`config.mk`:
```
export PLATFORM = sky130hd
export DESIGN_NAME = bsb_queue
export DESIGN_NICKNAME = d
export VERILOG_FILES = /design/src/rtl/bsb_pkg.sv /design/src/rtl/bsb_queue.sv
export SDC_FILE = /design/constraint.sdc
export NUM_CORES = 1
export LEC_CHECK = 0
export ABC_AREA = 0
export BUFFER_PORTS_ARGS = -buffer_cell sky130_fd_sc_hd__buf_2
export CORE_MARGIN = 3
export CORE_UTILIZATION = 38
export CTS_CLUSTER_SIZE = 28
export DETAILED_ROUTE_END_ITERATION = 7
export MAX_ROUTING_LAYER = met4
export PLACE_DENSITY = 0.59
export SYNTH_ARGS = -nofsm -noshare
export SYNTH_HDL_FRONTEND = slang
export SYNTH_SLANG_ARGS = --single-unit
```
`constraint.sdc`:
```
create_clock -name clk -period 3.9 [get_ports clk]
set_clock_uncertainty 0.2 [all_clocks]
set_input_delay 0.39 -clock clk [delete_from_list [all_inputs] [get_ports clk]]
set_output_delay 0.39 -clock clk [all_outputs]
set_load 0.03 [all_outputs]
```
`src/rtl/bsb_pkg.sv`:
```
// Shared types and constants for the B-spline basis evaluation unit.
// Used by bsb_front, bsb_queue, bsb_core and the top level.
package bsb_pkg;

  localparam int FUNC_W = 1;
  localparam int KIDX_W = 6;
  localparam int VAL_W = 32;
  localparam int BIDX_W = 6;
  localparam int BVAL_W = 17;
  localparam int STAT_W = 2;

  // Table size, highest degree and fraction bits of the fixed-point values
  localparam int MAX_KNOTS = 64;
  localparam int MAX_DEGREE = 7;
  localparam int FRAC_BITS = 16;

  localparam logic FUNC_LOAD = 1'b0;
  localparam logic FUNC_EVAL = 1'b1;

  localparam logic [STAT_W-1:0] ST_OK = 2'd0;
  localparam logic [STAT_W-1:0] ST_CLAMP = 2'd1;
  localparam logic [STAT_W-1:0] ST_ZDEN = 2'd2;

  localparam logic CFG_DEGREE = 1'b0;
  localparam logic CFG_KNOTS = 1'b1;

  // One input word after decoding
  typedef struct packed {
    logic              func;
    logic [KIDX_W-1:0] kidx;
    logic [VAL_W-1:0]  value;
  } item_t;

  // One result word
  typedef struct packed {
    logic [BIDX_W-1:0] bidx;
    logic [BVAL_W-1:0] bval;
    logic              last;
    logic [STAT_W-1:0] status;
  } res_t;

endpackage

```
`src/rtl/bsb_queue.sv`:
```
// Small FIFO that separates the input front end from the evaluation core.
// Depends on bsb_pkg for the item type.
module bsb_queue
  import bsb_pkg::*;
#(
  parameter int DEPTH = 2
) (
  input  logic  clk,
  input  logic  rst_n,
  input  logic  wr_en,
  input  item_t wr_data,
  output logic  full,
  input  logic  rd_en,
  output item_t rd_data,
  output logic  empty
);

  localparam int AW = (DEPTH > 1) ? $clog2(DEPTH) : 1;

  item_t mem_r [DEPTH];
  logic [AW-1:0] wp_r, rp_r;
  logic [AW:0] cnt_r;

  assign full = (cnt_r == (AW+1)'(DEPTH));
  assign empty = (cnt_r == '0);
  assign rd_data = mem_r[rp_r];

  // Advance pointers and count
  always_ff @(posedge clk) begin
    if (!rst_n) begin
      wp_r <= '0;
      rp_r <= '0;
      cnt_r <= '0;
    end else begin
      if (wr_en) begin
        wp_r <= (wp_r == AW'(DEPTH - 1)) ? '0 : wp_r + 1'b1;
      end
      if (rd_en) begin
        rp_r <= (rp_r == AW'(DEPTH - 1)) ? '0 : rp_r + 1'b1;
      end
      cnt_r <= cnt_r + (AW+1)'(wr_en) - (AW+1)'(rd_en);
    end
  end

  // Store entry
  always_ff @(posedge clk) begin
    if (wr_en) begin
      mem_r[wp_r] <= wr_data;
    end
  end

endmodule

```
=== Yosys cells after proc, flatten, opt, wreduce, memory -nomap -nowiden ===
Memories as Yosys holds them, arrays and structs flattened. A register that Yosys moved wholly into a read port is not among the register bits.
Cells that the tools add are included.

* Bits in registers: 4
* Latch bits: 0
* RAM bits: 78
* Memory bits (read-only): 0
* Output and inout bits: 41
* Word-level logic and storage cells: 16
* Memories: 1

{| class="wikitable"
|+ Memory list
! memory !! depth !! width !! read ports !! clocked after memory_dff !! wr ports !! line !! RTL
|-
| mem_r || 2 || 39 || 1 || 1 || 1 || bsb_queue.sv:20 || <nowiki>item_t mem_r [DEPTH];</nowiki>
|}

* $add $sub $neg: 4
* Multipliers: 0
* Divide/modulo/power cells: 0
* Magnitude comparators: 0
* Equality and inequality tests: 1
* Shift-type cells: 0
* Mux-type cells: 6
* Bitwise operators: 0
* Reductions and logical operators: 1

{| class="wikitable"
|+ Operators with widths
! kind !! number
|-
| 1-bit two-way mux || 6
|-
| 1-bit adder (second input constant) || 2
|-
| 2-bit by 1-bit adder with 2-bit output || 1
|-
| 2-bit equality test (second input constant) || 1
|-
| 2-bit logical NOT || 1
|-
| 2-bit by 1-bit subtractor with 2-bit output || 1
|}

=== Depth between registers and ports, before layout ===
* Depth after elaboration: 4
* Depth in mapped cells: 6
* Mapped depth without buffers: 6

=== Worst setup path after synthesis ===
No wires, ideal clock.

* Path type: input to register
* Start point: in wr_en
* End point: mem mem_r[0][0] (netlist name) (enable)
* Setup time: 0.441 ns
* Data arrival time: 2.168 ns
* Setup slack: 1.091 ns
* Stages: 1
* Path buffers: 0
* Path through: nor2b_1

* Word-level cells in the longest chain between the ends: 2

{| class="wikitable"
|+ RTL lines
! what !! line !! RTL
|-
| start: declaration || bsb_queue.sv:10 || <nowiki>input logic wr_en,</nowiki>
|-
| 1-bit two-way mux || bsb_queue.sv:47 || <nowiki>if (wr_en) begin</nowiki>
|-
| 1-bit two-way mux (not written as such) || bsb_queue.sv:48 || <nowiki>mem_r[wp_r] <= wr_data;</nowiki>
|-
| end: declaration || bsb_queue.sv:20 ||
|}

No other way between the ends.

==> reports/results.ini <==
[run_status]
outcome=finished clean

[timing]
worst_slew_pin_slew_ns=1.05
period_minus_slack_ns=2.59
rsz0062_at_grt=false
setup_violations=0
hold_viol=0
drv_slew=0
finalSetupTns_ns=0
max-slew-margin-rel=0.301
timing.fmax_ghz=0.386
final.period_utilization=0.663

[route]
postRouteWirelength_um=5160
via_per_inst=4.53
drt-pass1-iter-count=3
drt_iter0_drc=81
via_count=1534
drc_errors=0
final_antenna_net_count=0
wire_per_inst_um=15.2

[floorplanning]
dieArea_um2=9240
core_um2=7810
initial_core_util=0.395
die_h_um=96.1
rows=32
io_pins=84
die_w_um=96.1

[clock_network]
ctsHoldBuffers=0
h-tree-depth=3
cts_setup_buffers=0
cts_tree=done
cts_root_buf=clkbuf_8
clock_latency_ns=0.33
cts_sinks=83
cts_resized=0
cts_buffer_depth=2
clkTransAtPathRegs_ns=0.08
cts_buffers=9

[critical_path]
arrival_ns=2.00
cp_max_fo=39
required_ns=3.31
worstSetupStartpointType=flip-flop
endpoint_kind=primary output
setup.worst_path.class=reg2out

[hold_path]
hold_class=in2reg

[power]
power_frac_comb=0.140
p_sw_mw=0.475
switching_share=0.241
pwr-share-clk=0.324
total_power_mw=1.97
intPower_mw=1.50
leakagePower_nw=1.47
seq_power_share=0.536
irDropWorstVdd_uv=256
power_per_cell_area_nw_per_um2=518

[synth]
ys_types=15
yosysTopAreaCell=edfxtp_1
syn-cell-area_um2=3090
synth_area_leaders=edfxtp_1, mux2_2, mux2_4
synth_seq_cells=83
ys_seq_area_frac=0.792
synth_area_per_cell_um2=21.7
postSynthCellCount=142
yosysWarnings=0
synth_top_area_frac=0.759
syn-num-nets=187

[final_layout]
final_common_cell=buf_2
drive_gt1_frac=0.591
mostFrequentLayoutCells=buf_2, edfxtp_1, mux2_2, mux2_4, clkbuf_8
area_growth_pct=23.5
fin_nets=278
n_antenna_cell=0

[global_routing]
grt_antenna_before_repair=0
grt_usage=0.117
grt_pass1_wl_um=7560
grt_max_degree=40
grt_pass1_vias=1578
grt-ovfl-total=0

[job]
cap_violations=0

[placed_design]
dp_hpwl_um=3350
place_congestion=0.641
portBuffers=83

## layout make-up
class / count / area (um^2)
clock buffers: 10 / 128
clock inverters: 5 / 78.8
fillers: 674 / 4000
inverters: 2 / 7.51
multi-input cells: 53 / 603
flip-flops and latches: 83 / 2440
well taps: 102 / 128
repair buffers: 84 / 423
## cell families (layout without fill, tap and decap cells)
kind of cell    Yosys count  after routing  synth area share
buf+inv                   6            101            0.0158
simple gates              9              9            0.0174
flops                    83             83             0.792
mux                      39             39             0.154
compound gates            1              1           0.00243
fa+ha+maj                 2              2           0.00811
xor+xnor                  2              2            0.0101
## routing by layer
| metal | share of wire | vias to the layer above | global-route usage |
|---|---|---|---|
| met2 | 0.49 | 52 | 0.188 |
| met4 | 0.019 | 0 | 0.0711 |
| met1 | 0.43 | 745 | 0.136 |
| met5 | 0 | - | - |
| met3 | 0.052 | 10 | 0.0227 |
| li1 | - | 727 | - |
## cells in the mapped netlist, drive strengths merged
master  number
edfxtp      78
mux2        39
dfxtp        5
and2         4
buf          4
nor2b        4
ha           2
inv          2
nor2         1
o21a         1
xnor3        1
xor2         1
## final timing paths
check        slack (ns)           end  cells past startpoint   startpoint
max reg2reg        2.09   mem_r[1][7]                      1         wp_r
max                1.31    rd_data[9]                      2    flip-flop
min                0.04  mem_r[1][20]                      1  wr_data[20]
min reg2reg        0.37     flip-flop                      2         rp_r
## power groups by stage
| stage | logic (mW) | clock network (mW) | registers, mW |
|---|---|---|---|
| after floorplan | 0.215 | 0 | 1.06 |
| after global placement | 0.280 | 0 | 1.08 |
| after detailed placement | 0.281 | 0 | 1.08 |
| after CTS | 0.282 | 0.661 | 1.06 |
| after global routing | 0.297 | 0.701 | 1.07 |
| final | 0.277 | 0.639 | 1.06 |
## per-stage QoR
step | cell area [um^2] | utilization | worst slack [ns] | instances | hold WS [ns]
after CTS | 3810 | 0.488 | 1.24 | 339 | 0.0133
after global routing | 3810 | 0.488 | 1.17 | 339 | 0.0150
after floorplan | 3090 | - | 1.09 | 142 | 0.289
final | 3810 | 0.488 | 1.31 | 339 | 0.0382
after detailed placement | 3600 | 0.462 | 1.63 | 324 | 0.373
after global placement | 3600 | 0.462 | 1.63 | 324 | 0.366
## state kept, by name, summed over array words and instances (netlist names), named ones only
name	flops
wp_r	1
cnt_r	2
mem_r	78
rp_r	1
## worst max-delay path, cell delays in order (launching register included)
cell and delay [ns]:
dfxtp_2 1.03, mux2_2 0.44, buf_2 0.18
(Power assumes the default switching activity.)
